**src/hw/rtl/afsk_pkg.sv**
```systemverilog
// Shared types, codes and constants of the AFSK modulator.
`timescale 1ns / 1ps
`default_nettype none

package afsk_pkg;

    // Default sizes of the block.
    localparam int TABLE_DEPTH_DEF = 64;
    localparam int DAC_WIDTH_DEF   = 12;
    localparam int COUNT_WIDTH_DEF = 16;

    localparam int CFG_WIDTH = 16;

    // Configuration register indexes.
    localparam logic [1:0] CFG_MARK_DELAY  = 2'd0;
    localparam logic [1:0] CFG_SPACE_DELAY = 2'd1;
    localparam logic [1:0] CFG_BIT_PERIOD  = 2'd2;

    // Register reset values.
    localparam logic [CFG_WIDTH-1:0] MARK_DELAY_RST  = 16'd312;
    localparam logic [CFG_WIDTH-1:0] SPACE_DELAY_RST = 16'd170;
    localparam logic [CFG_WIDTH-1:0] BIT_PERIOD_RST  = 16'd20000;

    localparam logic [7:0] FLAG_BYTE   = 8'h7E;
    localparam logic [2:0] STUFF_LIMIT = 3'd5;
    localparam logic [2:0] ONES_MAX    = 3'd7;
    localparam int         MID_SCALE   = 2048;

    localparam int SINE_DEPTH = 64;
    localparam int SINE_BITS  = 12;

    // One period of the sine wave, 12-bit unsigned samples.
    localparam logic [SINE_BITS-1:0] SINE_ROM [SINE_DEPTH] = '{
        12'd2248, 12'd2447, 12'd2642, 12'd2831, 12'd3013, 12'd3185, 12'd3347, 12'd3496,
        12'd3631, 12'd3750, 12'd3854, 12'd3940, 12'd4007, 12'd4056, 12'd4086, 12'd4094,
        12'd4086, 12'd4056, 12'd4007, 12'd3940, 12'd3854, 12'd3750, 12'd3631, 12'd3496,
        12'd3347, 12'd3185, 12'd3013, 12'd2831, 12'd2642, 12'd2447, 12'd2248, 12'd2048,
        12'd1847, 12'd1648, 12'd1453, 12'd1264, 12'd1082, 12'd910,  12'd748,  12'd599,
        12'd464,  12'd345,  12'd241,  12'd155,  12'd88,   12'd39,   12'd9,    12'd0,
        12'd9,    12'd39,   12'd88,   12'd155,  12'd241,  12'd345,  12'd464,  12'd599,
        12'd748,  12'd910,  12'd1082, 12'd1264, 12'd1453, 12'd1648, 12'd1847, 12'd2048
    };

    typedef enum logic [1:0] {
        REQ_TICK  = 2'd0,
        REQ_START = 2'd1,
        REQ_BYTE  = 2'd2
    } req_e_t;

    typedef struct packed {
        logic [1:0] req_type;
        logic [7:0] data_byte;
        logic       last_byte;
    } item_t;

    typedef struct packed {
        logic [CFG_WIDTH-1:0] mark_delay;
        logic [CFG_WIDTH-1:0] space_delay;
        logic [CFG_WIDTH-1:0] bit_period;
    } cfg_t;

    typedef struct packed {
        logic dac_update;
        logic byte_request;
        logic busy_res;
        logic underrun;
    } status_t;

endpackage

`default_nettype wire

```
**src/hw/rtl/afsk_cfg_regs.sv**
```systemverilog
// Configuration registers: tone sample delays and bit period.
`timescale 1ns / 1ps
`default_nettype none

module afsk_cfg_regs (
    input  wire logic                           aclk,
    input  wire logic                           aresetn,
    input  wire logic                           cfg_valid,
    output logic                                cfg_ready,
    input  wire logic [1:0]                     cfg_index,
    input  wire logic [afsk_pkg::CFG_WIDTH-1:0] cfg_wdata,
    output afsk_pkg::cfg_t                      cfg
);
    import afsk_pkg::*;

    cfg_t cfg_reg, cfg_next;

    assign cfg_ready = 1'b1;
    assign cfg       = cfg_reg;

    always_comb begin
        cfg_next = cfg_reg;
        if (cfg_valid) begin
            case (cfg_index)
                CFG_MARK_DELAY:  cfg_next.mark_delay  = cfg_wdata;
                CFG_SPACE_DELAY: cfg_next.space_delay = cfg_wdata;
                CFG_BIT_PERIOD:  cfg_next.bit_period  = cfg_wdata;
                default:         cfg_next = cfg_reg;
            endcase
        end
    end

    always_ff @(posedge aclk) begin
        if (!aresetn) begin
            cfg_reg.mark_delay  <= MARK_DELAY_RST;
            cfg_reg.space_delay <= SPACE_DELAY_RST;
            cfg_reg.bit_period  <= BIT_PERIOD_RST;
        end else begin
            cfg_reg <= cfg_next;
        end
    end

endmodule

`default_nettype wire

```
**src/hw/rtl/afsk_in_stage.sv**
```systemverilog
// Input register holding one request word until the core takes it.
`timescale 1ns / 1ps
`default_nettype none

module afsk_in_stage (
    input  wire logic       aclk,
    input  wire logic       aresetn,
    input  wire logic       s_tvalid,
    output logic            s_tready,
    input  wire logic [7:0] s_tdata,
    input  wire logic [1:0] s_tuser,
    input  wire logic       s_tlast,
    input  wire logic       advance,
    output logic            item_valid,
    output afsk_pkg::item_t item
);
    import afsk_pkg::*;

    logic  valid_reg, valid_next;
    item_t item_reg;
    logic  accept;

    assign s_tready   = !valid_reg || advance;
    assign accept     = s_tvalid && s_tready;
    assign valid_next = accept || (valid_reg && !advance);
    assign item_valid = valid_reg;
    assign item       = item_reg;

    always_ff @(posedge aclk) begin
        if (!aresetn) begin
            valid_reg <= 1'b0;
        end else begin
            valid_reg <= valid_next;
        end
    end

    always_ff @(posedge aclk) begin
        if (accept) begin
            item_reg.req_type  <= s_tuser;
            item_reg.data_byte <= s_tdata;
            item_reg.last_byte <= s_tlast;
        end
    end

endmodule

`default_nettype wire

```
**src/hw/rtl/afsk_core.sv**
```systemverilog
// Modulator state: countdowns, sine phase, NRZI tone, bit stuffing and byte holder.
`timescale 1ns / 1ps
`default_nettype none

module afsk_core #(
    parameter int TABLE_DEPTH = afsk_pkg::TABLE_DEPTH_DEF,
    parameter int DAC_WIDTH   = afsk_pkg::DAC_WIDTH_DEF,
    parameter int COUNT_WIDTH = afsk_pkg::COUNT_WIDTH_DEF
) (
    input  wire logic                 aclk,
    input  wire logic                 aresetn,
    input  wire logic                 step,
    input  wire afsk_pkg::item_t      item,
    input  wire afsk_pkg::cfg_t       cfg,
    output logic [DAC_WIDTH-1:0]      dac_value,
    output afsk_pkg::status_t         status
);
    import afsk_pkg::*;

    localparam int PHASE_W = $clog2(TABLE_DEPTH);
    localparam int SHIFT   = 28 - DAC_WIDTH;

    // Sine samples resampled to the table depth and scaled to the DAC width.
    logic [DAC_WIDTH-1:0] wave [TABLE_DEPTH];

    for (genvar g = 0; g < TABLE_DEPTH; g++) begin : g_wave
        localparam int ROM_IDX = ((g * SINE_DEPTH) / TABLE_DEPTH) % SINE_DEPTH;
        localparam logic [27:0] WIDE = {SINE_ROM[ROM_IDX], 16'h0000};
        assign wave[g] = DAC_WIDTH'(WIDE >> SHIFT);
    end

    logic [PHASE_W-1:0]     phase_reg, phase_next;
    logic [COUNT_WIDTH-1:0] sample_cd_reg, sample_cd_next;
    logic [COUNT_WIDTH-1:0] bit_cd_reg, bit_cd_next;
    logic                   tone_reg, tone_next;
    logic [7:0]             shift_reg, shift_next;
    logic [2:0]             pos_reg, pos_next;
    logic [2:0]             ones_reg, ones_next;
    logic                   stuff_reg, stuff_next;
    logic [7:0]             held_byte_reg, held_byte_next;
    logic                   held_valid_reg, held_valid_next;
    logic                   held_last_reg, held_last_next;
    logic                   cur_last_reg, cur_last_next;
    logic                   active_reg, active_next;
    logic [DAC_WIDTH-1:0]   dac_reg, dac_next;
    logic                   underrun_reg, underrun_next;
    logic                   spent_reg, spent_next;

    logic                   update;
    logic                   send_bit;
    logic [7:0]             bit_src;
    logic [2:0]             pos_src;
    logic                   stuff_src;
    logic [COUNT_WIDTH-1:0] tone_delay;

    assign tone_delay = tone_reg ? COUNT_WIDTH'(cfg.mark_delay)
                                 : COUNT_WIDTH'(cfg.space_delay);

    always_comb begin
        phase_next      = phase_reg;
        sample_cd_next  = sample_cd_reg;
        bit_cd_next     = bit_cd_reg;
        tone_next       = tone_reg;
        shift_next      = shift_reg;
        pos_next        = pos_reg;
        ones_next       = ones_reg;
        stuff_next      = stuff_reg;
        held_byte_next  = held_byte_reg;
        held_valid_next = held_valid_reg;
        held_last_next  = held_last_reg;
        cur_last_next   = cur_last_reg;
        active_next     = active_reg;
        dac_next        = dac_reg;
        underrun_next   = underrun_reg;
        spent_next      = spent_reg;
        update          = 1'b0;
        send_bit        = 1'b0;
        bit_src         = shift_reg;
        pos_src         = pos_reg;
        stuff_src       = stuff_reg;

        case (req_e_t'(item.req_type))
            REQ_START: begin
                active_next    = 1'b1;
                shift_next     = FLAG_BYTE;
                pos_next       = '0;
                ones_next      = '0;
                stuff_next     = 1'b0;
                cur_last_next  = 1'b0;
                spent_next     = 1'b0;
                tone_next      = 1'b0;
                phase_next     = '0;
                sample_cd_next = COUNT_WIDTH'(cfg.space_delay);
                bit_cd_next    = COUNT_WIDTH'(cfg.bit_period);
                underrun_next  = 1'b0;
            end
            REQ_BYTE: begin
                held_byte_next  = item.data_byte;
                held_last_next  = item.last_byte;
                held_valid_next = 1'b1;
            end
            REQ_TICK: begin
                if (active_reg) begin
                    // Sample step uses the tone in force before this tick's bit step.
                    if (sample_cd_reg <= COUNT_WIDTH'(1)) begin
                        dac_next       = wave[phase_reg];
                        phase_next     = (phase_reg == PHASE_W'(TABLE_DEPTH - 1))
                                         ? '0 : phase_reg + 1'b1;
                        sample_cd_next = tone_delay;
                        update         = 1'b1;
                    end else begin
                        sample_cd_next = sample_cd_reg - 1'b1;
                    end

                    if (bit_cd_reg <= COUNT_WIDTH'(1)) begin
                        bit_cd_next = COUNT_WIDTH'(cfg.bit_period);
                        if (stuff_reg && ones_reg >= STUFF_LIMIT) begin
                            // Inserted zero: its own bit period, toggles the tone.
                            tone_next = !tone_reg;
                            ones_next = '0;
                        end else if (spent_reg) begin
                            if (cur_last_reg) begin
                                active_next = 1'b0;
                                spent_next  = 1'b0;
                            end else if (!held_valid_reg) begin
                                active_next   = 1'b0;
                                spent_next    = 1'b0;
                                underrun_next = 1'b1;
                            end else begin
                                shift_next      = held_byte_reg;
                                cur_last_next   = held_last_reg;
                                held_valid_next = 1'b0;
                                stuff_next      = 1'b1;
                                spent_next      = 1'b0;
                                bit_src         = held_byte_reg;
                                pos_src         = '0;
                                stuff_src       = 1'b1;
                                send_bit        = 1'b1;
                            end
                        end else begin
                            send_bit = 1'b1;
                        end

                        if (send_bit) begin
                            if (!bit_src[pos_src]) begin
                                tone_next = !tone_reg;
                                ones_next = '0;
                            end else if (stuff_src && ones_reg < ONES_MAX) begin
                                ones_next = ones_reg + 1'b1;
                            end
                            if (pos_src == 3'd7) begin
                                pos_next   = '0;
                                spent_next = 1'b1;
                            end else begin
                                pos_next = pos_src + 1'b1;
                            end
                        end
                    end else begin
                        bit_cd_next = bit_cd_reg - 1'b1;
                    end
                end
            end
            default: begin
                update = 1'b0;
            end
        endcase
    end

    assign dac_value           = dac_next;
    assign status.dac_update   = update;
    assign status.byte_request = active_next && !held_valid_next && !cur_last_next;
    assign status.busy_res     = active_next;
    assign status.underrun     = underrun_next;

    always_ff @(posedge aclk) begin
        if (!aresetn) begin
            phase_reg      <= '0;
            sample_cd_reg  <= '0;
            bit_cd_reg     <= '0;
            tone_reg       <= 1'b0;
            shift_reg      <= '0;
            pos_reg        <= '0;
            ones_reg       <= '0;
            stuff_reg      <= 1'b0;
            held_valid_reg <= 1'b0;
            held_last_reg  <= 1'b0;
            cur_last_reg   <= 1'b0;
            active_reg     <= 1'b0;
            dac_reg        <= DAC_WIDTH'(MID_SCALE);
            underrun_reg   <= 1'b0;
            spent_reg      <= 1'b0;
        end else if (step) begin
            phase_reg      <= phase_next;
            sample_cd_reg  <= sample_cd_next;
            bit_cd_reg     <= bit_cd_next;
            tone_reg       <= tone_next;
            shift_reg      <= shift_next;
            pos_reg        <= pos_next;
            ones_reg       <= ones_next;
            stuff_reg      <= stuff_next;
            held_valid_reg <= held_valid_next;
            held_last_reg  <= held_last_next;
            cur_last_reg   <= cur_last_next;
            active_reg     <= active_next;
            dac_reg        <= dac_next;
            underrun_reg   <= underrun_next;
            spent_reg      <= spent_next;
        end
    end

    // The holder byte has no defined value until a byte word arrives.
    always_ff @(posedge aclk) begin
        if (step) begin
            held_byte_reg <= held_byte_next;
        end
    end

endmodule

`default_nettype wire

```
**src/hw/rtl/afsk_out_stage.sv**
```systemverilog
// Result register that packs the sample and status flags into one output word.
`timescale 1ns / 1ps
`default_nettype none

module afsk_out_stage #(
    parameter int DAC_WIDTH = afsk_pkg::DAC_WIDTH_DEF
) (
    input  wire logic                                aclk,
    input  wire logic                                aresetn,
    input  wire logic                                load,
    input  wire logic [DAC_WIDTH-1:0]                dac_value,
    input  wire afsk_pkg::status_t                   status,
    output logic                                     m_tvalid,
    input  wire logic                                m_tready,
    output logic [((DAC_WIDTH + 4 + 7) / 8) * 8-1:0] m_tdata
);
    import afsk_pkg::*;

    localparam int TDATA_W = ((DAC_WIDTH + 4 + 7) / 8) * 8;

    logic               valid_reg, valid_next;
    logic [TDATA_W-1:0] data_reg;

    assign valid_next = load || (valid_reg && !m_tready);
    assign m_tvalid   = valid_reg;
    assign m_tdata    = data_reg;

    always_ff @(posedge aclk) begin
        if (!aresetn) begin
            valid_reg <= 1'b0;
        end else begin
            valid_reg <= valid_next;
        end
    end

    always_ff @(posedge aclk) begin
        if (load) begin
            data_reg <= TDATA_W'({status.underrun, status.busy_res, status.byte_request,
                                  status.dac_update, dac_value});
        end
    end

endmodule

`default_nettype wire

```
**src/hw/rtl/afsk_nrzi_bitstuff_modulator.sv**
```systemverilog
// AFSK modulator with NRZI coding and bit stuffing: top level.
// A word accepted into the input register goes through the core into the result register on m_tdata.
// Throughput: one word per cycle; the state update for a word is done combinationally
// between the input register and the result register, and a low m_tready holds both.
// Reset: synchronous, active low on aresetn; clears the handshake, the frame
// state and the registers to their defaults, with the DAC sample at mid scale.
`timescale 1ns / 1ps
`default_nettype none

module afsk_nrzi_bitstuff_modulator #(
    parameter int TABLE_DEPTH = afsk_pkg::TABLE_DEPTH_DEF,
    parameter int DAC_WIDTH   = afsk_pkg::DAC_WIDTH_DEF,
    parameter int COUNT_WIDTH = afsk_pkg::COUNT_WIDTH_DEF
) (
    input  wire logic                                aclk,
    input  wire logic                                aresetn,
    input  wire logic                                s_tvalid,
    output logic                                     s_tready,
    input  wire logic [7:0]                          s_tdata,  // data_byte
    input  wire logic [1:0]                          s_tuser,  // req_type
    input  wire logic                                s_tlast,
    output logic                                     m_tvalid,
    input  wire logic                                m_tready,
    // dac_value, dac_update, byte_request, busy_res, underrun, zero fill
    output logic [((DAC_WIDTH + 4 + 7) / 8) * 8-1:0] m_tdata,
    input  wire logic                                cfg_valid,
    output logic                                     cfg_ready,
    input  wire logic [1:0]                          cfg_index,
    input  wire logic [afsk_pkg::CFG_WIDTH-1:0]      cfg_wdata
);
    import afsk_pkg::*;

    cfg_t                 cfg;
    item_t                item;
    status_t              status;
    logic                 item_valid;
    logic                 advance;
    logic [DAC_WIDTH-1:0] dac_value;

    // A word moves on when the result register is empty or being drained.
    assign advance = item_valid && (!m_tvalid || m_tready);

    afsk_cfg_regs u_cfg (
        .aclk      (aclk),
        .aresetn   (aresetn),
        .cfg_valid (cfg_valid),
        .cfg_ready (cfg_ready),
        .cfg_index (cfg_index),
        .cfg_wdata (cfg_wdata),
        .cfg       (cfg)
    );

    afsk_in_stage u_in (
        .aclk       (aclk),
        .aresetn    (aresetn),
        .s_tvalid   (s_tvalid),
        .s_tready   (s_tready),
        .s_tdata    (s_tdata),
        .s_tuser    (s_tuser),
        .s_tlast    (s_tlast),
        .advance    (advance),
        .item_valid (item_valid),
        .item       (item)
    );

    afsk_core #(
        .TABLE_DEPTH (TABLE_DEPTH),
        .DAC_WIDTH   (DAC_WIDTH),
        .COUNT_WIDTH (COUNT_WIDTH)
    ) u_core (
        .aclk      (aclk),
        .aresetn   (aresetn),
        .step      (advance),
        .item      (item),
        .cfg       (cfg),
        .dac_value (dac_value),
        .status    (status)
    );

    afsk_out_stage #(
        .DAC_WIDTH (DAC_WIDTH)
    ) u_out (
        .aclk      (aclk),
        .aresetn   (aresetn),
        .load      (advance),
        .dac_value (dac_value),
        .status    (status),
        .m_tvalid  (m_tvalid),
        .m_tready  (m_tready),
        .m_tdata   (m_tdata)
    );

    // Every word taken by the core shows up in the result register next cycle.
    a_step_gives_result: assert property (@(posedge aclk) disable iff (!aresetn)
        advance |=> m_tvalid)
        else $error("processed word did not reach the result register");

    // Input side stalls only while a word waits in the input register.
    a_stall_only_when_full: assert property (@(posedge aclk) disable iff (!aresetn)
        !s_tready |-> item_valid)
        else $error("input stalled with an empty input register");

    // A frame in progress never reports an underrun.
    a_busy_no_underrun: assert property (@(posedge aclk) disable iff (!aresetn)
        m_tvalid |-> !(m_tdata[DAC_WIDTH + 2] && m_tdata[DAC_WIDTH + 3]))
        else $error("busy and underrun reported together");

    // A byte is only requested while a frame is being sent.
    a_request_needs_busy: assert property (@(posedge aclk) disable iff (!aresetn)
        m_tvalid && m_tdata[DAC_WIDTH + 1] |-> m_tdata[DAC_WIDTH + 2])
        else $error("byte request outside of a frame");

endmodule

`default_nettype wire

```
**config.mk**
```make
export PLATFORM = sky130hd
export DESIGN_NAME = afsk_nrzi_bitstuff_modulator
export DESIGN_NICKNAME = d
export VERILOG_FILES = /design/src/hw/rtl/afsk_pkg.sv /design/src/hw/rtl/afsk_cfg_regs.sv /design/src/hw/rtl/afsk_in_stage.sv /design/src/hw/rtl/afsk_core.sv /design/src/hw/rtl/afsk_out_stage.sv /design/src/hw/rtl/afsk_nrzi_bitstuff_modulator.sv
export SDC_FILE = /design/constraint.sdc
export NUM_CORES = 1
export LEC_CHECK = 0
export ABC_CLOCK_PERIOD_IN_PS = 6000
export BUFFER_PORTS_ARGS = -buffer_cell sky130_fd_sc_hd__clkbuf_2
export CAP_MARGIN = 15
export CORE_MARGIN = 4
export CORE_UTILIZATION = 40
export CTS_CLUSTER_DIAMETER = 100
export DETAILED_ROUTE_END_ITERATION = 7
export PLACE_DENSITY_LB_ADDON = 0.3
export SLEW_MARGIN = 20
export SYNTH_ARGS = -nofsm -noshare
export SYNTH_HDL_FRONTEND = slang
export SYNTH_HIERARCHICAL = 1
export SYNTH_SLANG_ARGS = --single-unit
```
**constraint.sdc**
```tcl
create_clock -name aclk -period 6 [get_ports aclk]
set_input_delay 1.2 -clock aclk [delete_from_list [all_inputs] [get_ports aclk]]
set_output_delay 1.2 -clock aclk [all_outputs]
set_load 0.01 [all_outputs]
```
# Word-level counts from Yosys, hierarchy flattened
# Memories as Yosys holds them, arrays and structs flattened.
# Cells that the tools add are included.
[op_classes]
n_reduce_logical = 31
addsub = 5
n_lt_le_gt_ge = 6
n_eq_ne = 10
mux = 97
bitwise_logic = 1
[ops]
columns = ["op", "count"]
rows = [
  ["16-bit two-way mux", 5],
  ["16-bit case mux with 2 select lines", 2],
  ["12-bit two-way mux", 5],
  ["8-bit two-way mux", 7],
  ["3-bit two-way mux", 17],
  ["1-bit two-way mux", 46],
  ["16-bit by 1-bit less-or-equal comparator with 1-bit output, second input constant", 2],
  ["16-bit by 1-bit subtractor with 16-bit output, second input constant", 2],
  ["6-bit two-way mux", 3],
  ["8-bit case mux with 2 select lines", 1],
  ["1-bit case mux with 2 select lines", 7],
  ["3-bit case mux with 2 select lines", 2],
  ["6-bit case mux with 2 select lines", 1],
  ["2-bit AND reduction", 5],
  ["1-bit logical AND", 8],
  ["4-bit AND reduction", 2],
  ["7-bit >= comparator, second input constant", 1],
  ["1-bit logical NOT", 7],
  ["6-bit inverter with 7-bit output", 1],
  ["3-bit by 1-bit adder with 3-bit output, second input constant", 2],
  ["6-bit by 1-bit adder with 6-bit output, second input constant", 1],
  ["6-bit equality test, second input constant", 1],
  ["2-bit by 1-bit inequality test with 1-bit output, second input constant", 3],
  ["5-bit AND reduction", 1],
  ["12 further kinds", 18],
]
[totals]
mem_bits_ro = 768
out_inout_bits = 19
regBits = 157
word_cells = 177
n_memories = 1
in_bits = 34
[memory_table]
columns = ["name", "depth", "width", "read_ports", "rd_ports_with_merged_regs", "wr", "line", "source"]
rows = [
  ["(no name shown)", 64, 12, 1, 0, 0, "afsk_core.sv:106", "dac_next = wave[phase_reg];"],
]

# Logic depth before layout (Yosys ltp)
# Gate-level depths: netlist (run 1).
[depth]
depth_word = 14
ltp_mapped = 10
depth_no_buf = 10

# Cells and area by module
# The synthesis (run 1) kept the hierarchy.
[by_module_without_submodules]
columns = ["module", "area_per_inst_um2", "instances", "cells_each", "seq_area_each_um2"]
rows = [
  ["afsk_core", 5864.4, 1, 753, 1681.6],
  ["afsk_cfg_regs", 1948.1, 1, 191, 960.9],
  ["afsk_out_stage", 521.8, 1, 19, 500.5],
  ["afsk_in_stage", 387.9, 1, 16, 350.3],
  ["afsk_nrzi_bitstuff_modulator", 11.3, 1, 2, 0.0],
]

# Least setup slack after synthesis (run 1)
# OpenSTA, ideal clock, no wires.
[synth_path]
path_kind = "input to register"
start = "in m_tready"
end = "reg u_core.bit_cd_reg[8]"
t_arrival_ns = 3.876
setup_slack_ns = 2.010
n_path_buf = 3
setup_time_ns = 0.115
t_required_ns = 5.885
stages = 10
path_cell_list = "inv_1 a21boi_1 buf_2 inv_1 or3_1 clkbuf_1 clkbuf_1 o41ai_1 nor2_1 o21a_1"
[synth_via]
elab_chain_cells = 3
[synth_lines]
columns = ["element", "line", "source"]
rows = [
  ["from (decl)", "afsk_nrzi_bitstuff_modulator.sv:23", "input wire logic m_tready,"],
  ["1-bit logical OR", "afsk_nrzi_bitstuff_modulator.sv:41", "assign advance = item_valid && (!m_tvalid || m_tready);"],
  ["1-bit logical AND", "afsk_nrzi_bitstuff_modulator.sv:41", ""],
  ["named net advance", "afsk_nrzi_bitstuff_modulator.sv:37", "logic advance;"],
  ["3-bit AND reduction (no line)", "-", ""],
  ["to (signal assigned)", "afsk_core.sv:195", "bit_cd_reg <= bit_cd_next;"],
  ["to (decl)", "afsk_core.sv:34", "logic [COUNT_WIDTH-1:0] bit_cd_reg, bit_cd_next;"],
]
# The timed path passes the listed nets, and every way through them passes these cells.
# A chain may end at the register's enable or synchronous reset.

# Worst setup path after layout (run 1)
[layout_path]
start = "in m_tready"
end = "reg u_core.bit_cd_reg[4]"
# Same word-level chain as after synthesis.

==> flow_metrics.py, run 1 <==
metrics = {
    "sta": {
        "worstMarginPinSlew_ns": 1.04,
        "slew_violations": 0,
        "setup_viol": 0,
        "fmax_ghz": 0.283,
        "fin_worst_skew_ns": 0.0112,
        "finalSetupTns_ns": 0,
        "rsz0062_at_grt": "no",
        "hold_viol": 0,
        "fin_crit_sh_pct": 58.9,
        "min_period_ns": 3.53,
        "slew_headroom_pct": 30.6,
    },
    "clocking": {
        "cts_setup_buffers": 0,
        "clock_latency_ns": 0.43,
        "cts_inserted_buffers": 17,
        "cts.clk_slew.worst_paths_ns": 0.07,
        "cts_tree": "done",
        "holdBufCountCts": 0,
        "cts_max_level": 4,
        "cts-root-buf": "clkbuf_16",
        "cts_resized": 0,
        "cts_buffer_depth": 2,
        "cts.sinks": 157,
    },
    "die": {
        "chipHeight_um": 156,
        "fp.coreArea_um2": 21200,
        "die_area_um2": 24300,
        "die_x_um": 156,
        "rows": 53,
        "start_util_pct": 41.2,
        "pin_count": 53,
    },
    "yosys": {
        "synth_nets": 1035,
        "yosys_warnings": 6,
        "synth.avg_cell_area_um2": 8.90,
        "synth_edf_count": 35,
        "ys_seq_area_share_pct": 40.0,
        "ys_types": 86,
        "synth_area_um2": 8730,
        "dominantRegCellSynth": "dfxtp_1",
        "synthArstFlopShare_pct": 0,
        "ys_ff_latch": 157,
        "syn_inst": 981,
    },
    "pwr": {
        "power_density_nw_per_um2": 261,
        "ir_drop_mv": 0.206,
        "p_leak_nw": 3.77,
        "p_total_mw": 2.52,
    },
    "final_layout": {
        "drive_gt1_share_pct": 15.2,
        "diodes": 0,
        "area_delta_synth_final_pct": 10.1,
        "nNetsFinal": 1046,
        "largest_reg_flops": 48,
        "layout.cells.non_filler": 1280,
    },
    "worst_setup_path": {
        "path_delay_family": "simple AND/OR/NAND/NOR gates",
        "path_class": "primary input to flop",
        "cp-start-kind": "primary input",
        "required_ns": 6.32,
        "cp_cell_sequence": "clkbuf_2, inv_1, a21boi_2, buf_4, inv_1, nor3_2, buf_4, o21ai_2, and3_1, o21a_1",
        "worst_setup_path_end_kind": "flop",
        "path_buf_inv": 5,
        "critPathMaxStageDelay_ns": 0.84,
        "worst_path_max_delay_cell": "nor3_2",
        "cp_data_arrival_time_ns": 3.86,
        "worst-path-max-fanout": 28,
    },
    "global_routing": {
        "grt_pass1_wl_um": 35900,
        "grt_pass1_vias": 6693,
        "grt_max_degree": 79,
        "antenna_found_initial": 0,
        "grtUsageTotal_pct": 18.0,
        "overflow": 0,
    },
    "run_status": {
        "status": "complete, no violations",
    },
    "placed_design": {
        "routabilityCongestion": 0.850,
        "place_hpwl_um": 14800,
        "io_buffers": 51,
        "dp_cells": 1248,
    },
    "routing": {
        "wl_per_cell_um": 17.2,
        "dr.pass1.iters": 6,
        "vias": 7357,
        "ant_nets": 0,
        "drc": 0,
        "drtIter0Drc": 688,
        "avgViaCountPerCell": 5.75,
        "wl_um": 22100,
    },
    "worst_hold_path": {
        "hold_class": "flop to flop",
    },
    "flow_run": {
        "cap_violations": 0,
    },
}
-- power breakdown --
part           switching [mW]  total [mW]  internal (mW)  leakage, nW
logic                   0.214       0.339          0.125         2.20
registers              0.0364        1.16           1.12         1.32
clock network           0.449        1.02          0.570        0.248
total                   0.700        2.52           1.82         3.77
-- logic make-up (layout without fill, tap and decap cells) --
group	Yosys count	in the layout	share of synthesized area [%]
adder cells (fa/ha/maj)	20	20	2.87
multiplexers	73	73	9.80
other	1	1	0.0429
AO/OA/AOI/OAI	253	253	19.3
XOR/XNOR	10	10	1.00
AND/OR/NAND/NOR	367	367	21.5
flip-flops	157	157	40.0
buffers and inverters	100	124	5.40
-- metrics by stage --
step	setup WS [ns]	utilization (%)	hold slack [ns]	cell area (µm²)
floorplan	2.01	-	0.400	8730
global placement	2.09	42.7	0.408	9070
detailed placement	2.04	42.7	0.406	9070
CTS	2.49	45.3	0.417	9620
global route	2.24	45.3	0.423	9620
finish	2.47	45.3	0.413	9620
-- layer usage --
| layer | track usage, % | part of all wire [%] | routed length, µm | vias to the layer above |
|---|---|---|---|---|
| met5 | 0 | 0 | 0 | - |
| met4 | 5.29 | 1.3 | 281 | 0 |
| met3 | 3.30 | 5.3 | 1180 | 23 |
| met2 | 26.6 | 44 | 9750 | 229 |
| met1 | 26.8 | 49 | 10900 | 3508 |
| li1 | - | - | - | 3597 |
-- worst reg2reg max path: stages, from the launching register on --
cell,delay (ns)
dfxtp_1,0.37
nor4_1,0.70
and4_1,0.40
nand3_1,0.49
inv_1,0.39
mux2_2,0.39
nor2_1,0.08
o21ai_0,0.09
-- cells in the mapped netlist, drive strengths merged, types with 8 or more instances --
cell | count | area, µm²
a21oi | 65 | 337
o21ai | 62 | 322
or3 | 11 | 71.3
mux4 | 9 | 203
nor3 | 16 | 80.1
nand2 | 139 | 522
nand3 | 28 | 140
o211ai | 18 | 135
and3 | 9 | 56.3
ha | 20 | 250
nand3b | 8 | 85.1
a21boi | 9 | 71.3
buf | 28 | 201
clkbuf | 42 | 158
nor2 | 64 | 250
mux2i | 54 | 541
inv | 27 | 101
mux2 | 10 | 113
dfxtp | 122 | 2440
nor4 | 10 | 81.3
nor2b | 23 | 151
nand2b | 17 | 114
a31oi | 14 | 87.6
o221a | 9 | 101
o21a | 10 | 75.1
and2 | 10 | 65.1
edfxtp | 35 | 1050
-- layout by cell type, fill, tap and decap left out, types with 6 or more instances in the layout --
| cell type | Yosys | final |
|---|---|---|
| mux2i_1 | 54 | 54 |
| nor4_1 | 7 | 7 |
| o21ai_0 | 57 | 57 |
| a21oi_1 | 64 | 64 |
| clkinv_1 | 3 | 6 |
| o31ai_1 | 6 | 6 |
| clkbuf_16 | 0 | 17 |
| o211ai_1 | 18 | 18 |
| nand2b_1 | 16 | 16 |
| mux2_2 | 10 | 10 |
| or2_2 | 7 | 7 |
| o21a_1 | 10 | 10 |
| edfxtp_1 | 35 | 35 |
| nand3b_1 | 6 | 6 |
| nor2b_1 | 22 | 22 |
| and2_1 | 9 | 9 |
| mux4_2 | 9 | 9 |
| clkinvlp_4 | 0 | 6 |
| a21boi_0 | 7 | 7 |
| ha_1 | 20 | 20 |
| dfxtp_1 | 122 | 122 |
| nor3_1 | 16 | 15 |
| nor2_1 | 62 | 62 |
| clkbuf_2 | 0 | 50 |
| buf_4 | 7 | 12 |
| a31oi_1 | 14 | 14 |
| and3_1 | 9 | 9 |
| or3_1 | 9 | 9 |
| nand3_1 | 28 | 28 |
| inv_1 | 27 | 27 |
| o221a_2 | 9 | 9 |
| nand2_1 | 139 | 139 |
| nand4b_1 | 6 | 6 |
| a211oi_1 | 7 | 7 |
-- path summary, 6_finish.rpt --
path	start	end	slack [ns]	cells past startpoint
worst min-delay path	u_in/item[4]$_DFFE_PP_	u_core/held_byte_reg[3]$_DFFE_PP_	0.41	0
worst max-delay path	m_tready	u_core/bit_cd_reg[4]$_SDFFE_PN0P_	2.47	10
worst max register to register	u_core/sample_cd_reg[8]$_SDFFE_PN0P_	u_core/dac_reg[11]$_SDFFE_PN1P_	2.95	7
worst min register to register	u_in/item[4]$_DFFE_PP_	u_core/held_byte_reg[3]$_DFFE_PP_	0.41	0
-- final cells by class --
cell class                      instances  area [µm²]
Fill cell                            2089       11600
Multi-Input combinational cell        724        4780
Sequential cell                       157        3490
Clock buffer                           18         429
Tap cell                              275         344
Timing Repair Buffer                   62         340
Clock inverter                         14         121
Inverter                               30         113
Power figures use the tool's default switching activity.
==> run 2: changes to the inputs <==
ABC_CLOCK_PERIOD_IN_PS = 3300   (was 6000)
clock period = 3.3 ns   (was 6 ns; I/O delays follow)
==> flow_metrics.py, run 2 (synthesis gave the netlist of run 1 again) <==
metrics = {
    "clocking": {
        "cts.clk_slew.worst_paths_ns": 0.06,
        "cts_resized": 0,
        "cts_setup_buffers": 0,
        "cts_inserted_buffers": 17,
        "holdBufCountCts": 0,
        "cts_max_level": 4,
        "cts-root-buf": "clkbuf_16",
        "cts_tree": "done",
        "cts_buffer_depth": 2,
        "clock_latency_ns": 0.43,
        "cts.sinks": 157,
    },
    "sta": {
        "fmax_ghz": 0.359,
        "slew_headroom_pct": 31.0,
        "finalSetupTns_ns": 0,
        "min_period_ns": 2.78,
        "worstMarginPinSlew_ns": 1.04,
        "finalWorstSetupSlack_ns": 0.517,
        "setup_viol": 0,
        "hold_viol": 0,
        "slew_violations": 0,
        "fin_crit_sh_pct": 84.3,
        "fin_worst_skew_ns": 0.00818,
        "rsz0062_at_grt": "no",
    },
    "worst_setup_path": {
        "reg2reg_from": "u_core/phase_reg[0]$_SDFFE_PN0P_",
        "reg2reg_to": "u_out/m_tdata[0]$_DFFE_PP_",
        "r2r_cells": 7,
        "worst-path-max-fanout": 17,
        "endpoint": "u_out/m_tdata[0]$_DFFE_PP_",
        "required_ns": 3.47,
        "worst_setup_path_end_kind": "flop",
        "cp-start-kind": "flop",
        "path_class": "flop to flop",
        "reg2reg_slack_ns": 0.52,
        "crit_start": "u_core/phase_reg[0]$_SDFFE_PN0P_",
        "cp_data_arrival_time_ns": 2.95,
    },
    "die": {
        "fp.coreArea_um2": 21200,
        "pin_count": 53,
        "die_x_um": 156,
        "start_util_pct": 41.2,
        "chipHeight_um": 156,
        "rows": 53,
        "die_area_um2": 24300,
    },
    "routing": {
        "vias": 7496,
        "drtIter0Drc": 677,
        "wl_per_cell_um": 17.4,
        "dr.pass1.iters": 5,
        "ant_nets": 0,
        "drc": 0,
        "wl_um": 22400,
        "avgViaCountPerCell": 5.81,
    },
    "placed_design": {
        "routabilityCongestion": 0.928,
        "io_buffers": 51,
        "place_hpwl_um": 15200,
        "dp_cells": 1259,
        "place_ws_ns": 0.533,
    },
    "pwr": {
        "internal_power_mw": 3.48,
        "ir_drop_mv": 0.285,
        "p_switching_mw": 1.28,
        "power_density_nw_per_um2": 488,
        "p_leak_nw": 3.86,
        "p_comb_share_pct": 13.5,
        "switching_share_pct": 26.9,
        "clockPowerShare_pct": 42.4,
        "pwr-share-seq_pct": 44.0,
    },
    "final_layout": {
        "final_common_cell": "nand2_1",
        "nNetsFinal": 1057,
        "diodes": 0,
        "layout.cells.non_filler": 1291,
        "fillers": 2073,
        "area_delta_synth_final_pct": 11.8,
        "layout_common_cells": "139 x nand2_1, 122 x dfxtp_1, 64 x a21oi_1",
        "largest_reg_flops": 48,
        "drive_gt1_share_pct": 16.2,
    },
    "global_routing": {
        "overflow": 0,
        "grt_pass1_vias": 7019,
        "grt_max_degree": 72,
        "grtUsageTotal_pct": 18.5,
        "grt_pass1_wl_um": 36700,
        "antenna_found_initial": 0,
    },
    "flow_run": {
        "cap_violations": 0,
    },
    "worst_hold_path": {
        "hold_class": "primary input to flop",
    },
    "run_status": {
        "status": "complete, no violations",
    },
}
[run 2: worst max-delay path, cell delays in order, from the launching register on]
cell,delay [ns]
dfxtp_1,0.66
inv_1,0.25
ha_1,0.49
nand2_1,0.22
o21ai_0,0.11
mux4_2,0.45
a21oi_1,0.24
o21ai_0,0.11
[run 2: per-layer routing]
layer	up-vias	GRT usage (%)	part of all wire, %
met2	260	27.6	44
met1	3597	27.0	48
met4	0	5.50	1.5
li1	3611	-	-
met5	-	0	0
met3	28	4.05	6.2
[run 2: power groups by stage]
| stage | clock network (mW) | registers (mW) | logic (mW) |
|---|---|---|---|
| 3_3_place_gp | 0 | 2.14 | 0.632 |
| 2_1_floorplan | 0 | 2.12 | 0.474 |
| 6_report | 2.02 | 2.10 | 0.644 |
| 3_5_place_dp | 0 | 2.14 | 0.636 |
| 4_1_cts | 2.05 | 2.09 | 0.640 |
| 5_1_grt | 2.14 | 2.10 | 0.716 |
[run 2: cell type report]
class                      count  area (µm²)  share of cell area (%)
inverter                      30         113                    1.15
sequential                   157        3490                    35.8
clock inverter                12         161                    1.65
clock buffer                  20         437                    4.47
timing repair buffer          73         435                    4.46
multi-input combinational    724        4780                    48.9
tap                          275         344                    3.53
[run 2: worst min path at each step]
stage	start	to	slack (ns)	depth (start not counted)
after floorplan	u_in/item[1]$_DFFE_PP_	u_core/held_byte_reg[0]$_DFFE_PP_	0.40	0
after global placement	u_in/item[8]$_DFFE_PP_	u_core/held_byte_reg[7]$_DFFE_PP_	0.41	0
after detailed placement	u_in/item[2]$_DFFE_PP_	u_core/held_byte_reg[1]$_DFFE_PP_	0.40	0
after CTS	s_tdata[4]	u_in/item[5]$_DFFE_PP_	0.39	1
after global routing	s_tdata[4]	u_in/item[5]$_DFFE_PP_	0.39	1
final	s_tdata[4]	u_in/item[5]$_DFFE_PP_	0.41	1
[run 2: per-stage QoR]
stage	area (µm²)	utilization (%)	hold WS, ns	power [mW]
2_1_floorplan	8740	-	0.400	2.60
3_3_place_gp	9160	43.2	0.409	2.77
3_5_place_dp	9160	43.2	0.405	2.77
4_1_cts	9760	46.0	0.389	4.79
5_1_grt	9760	46.0	0.389	4.96
6_report	9760	46.0	0.407	4.76
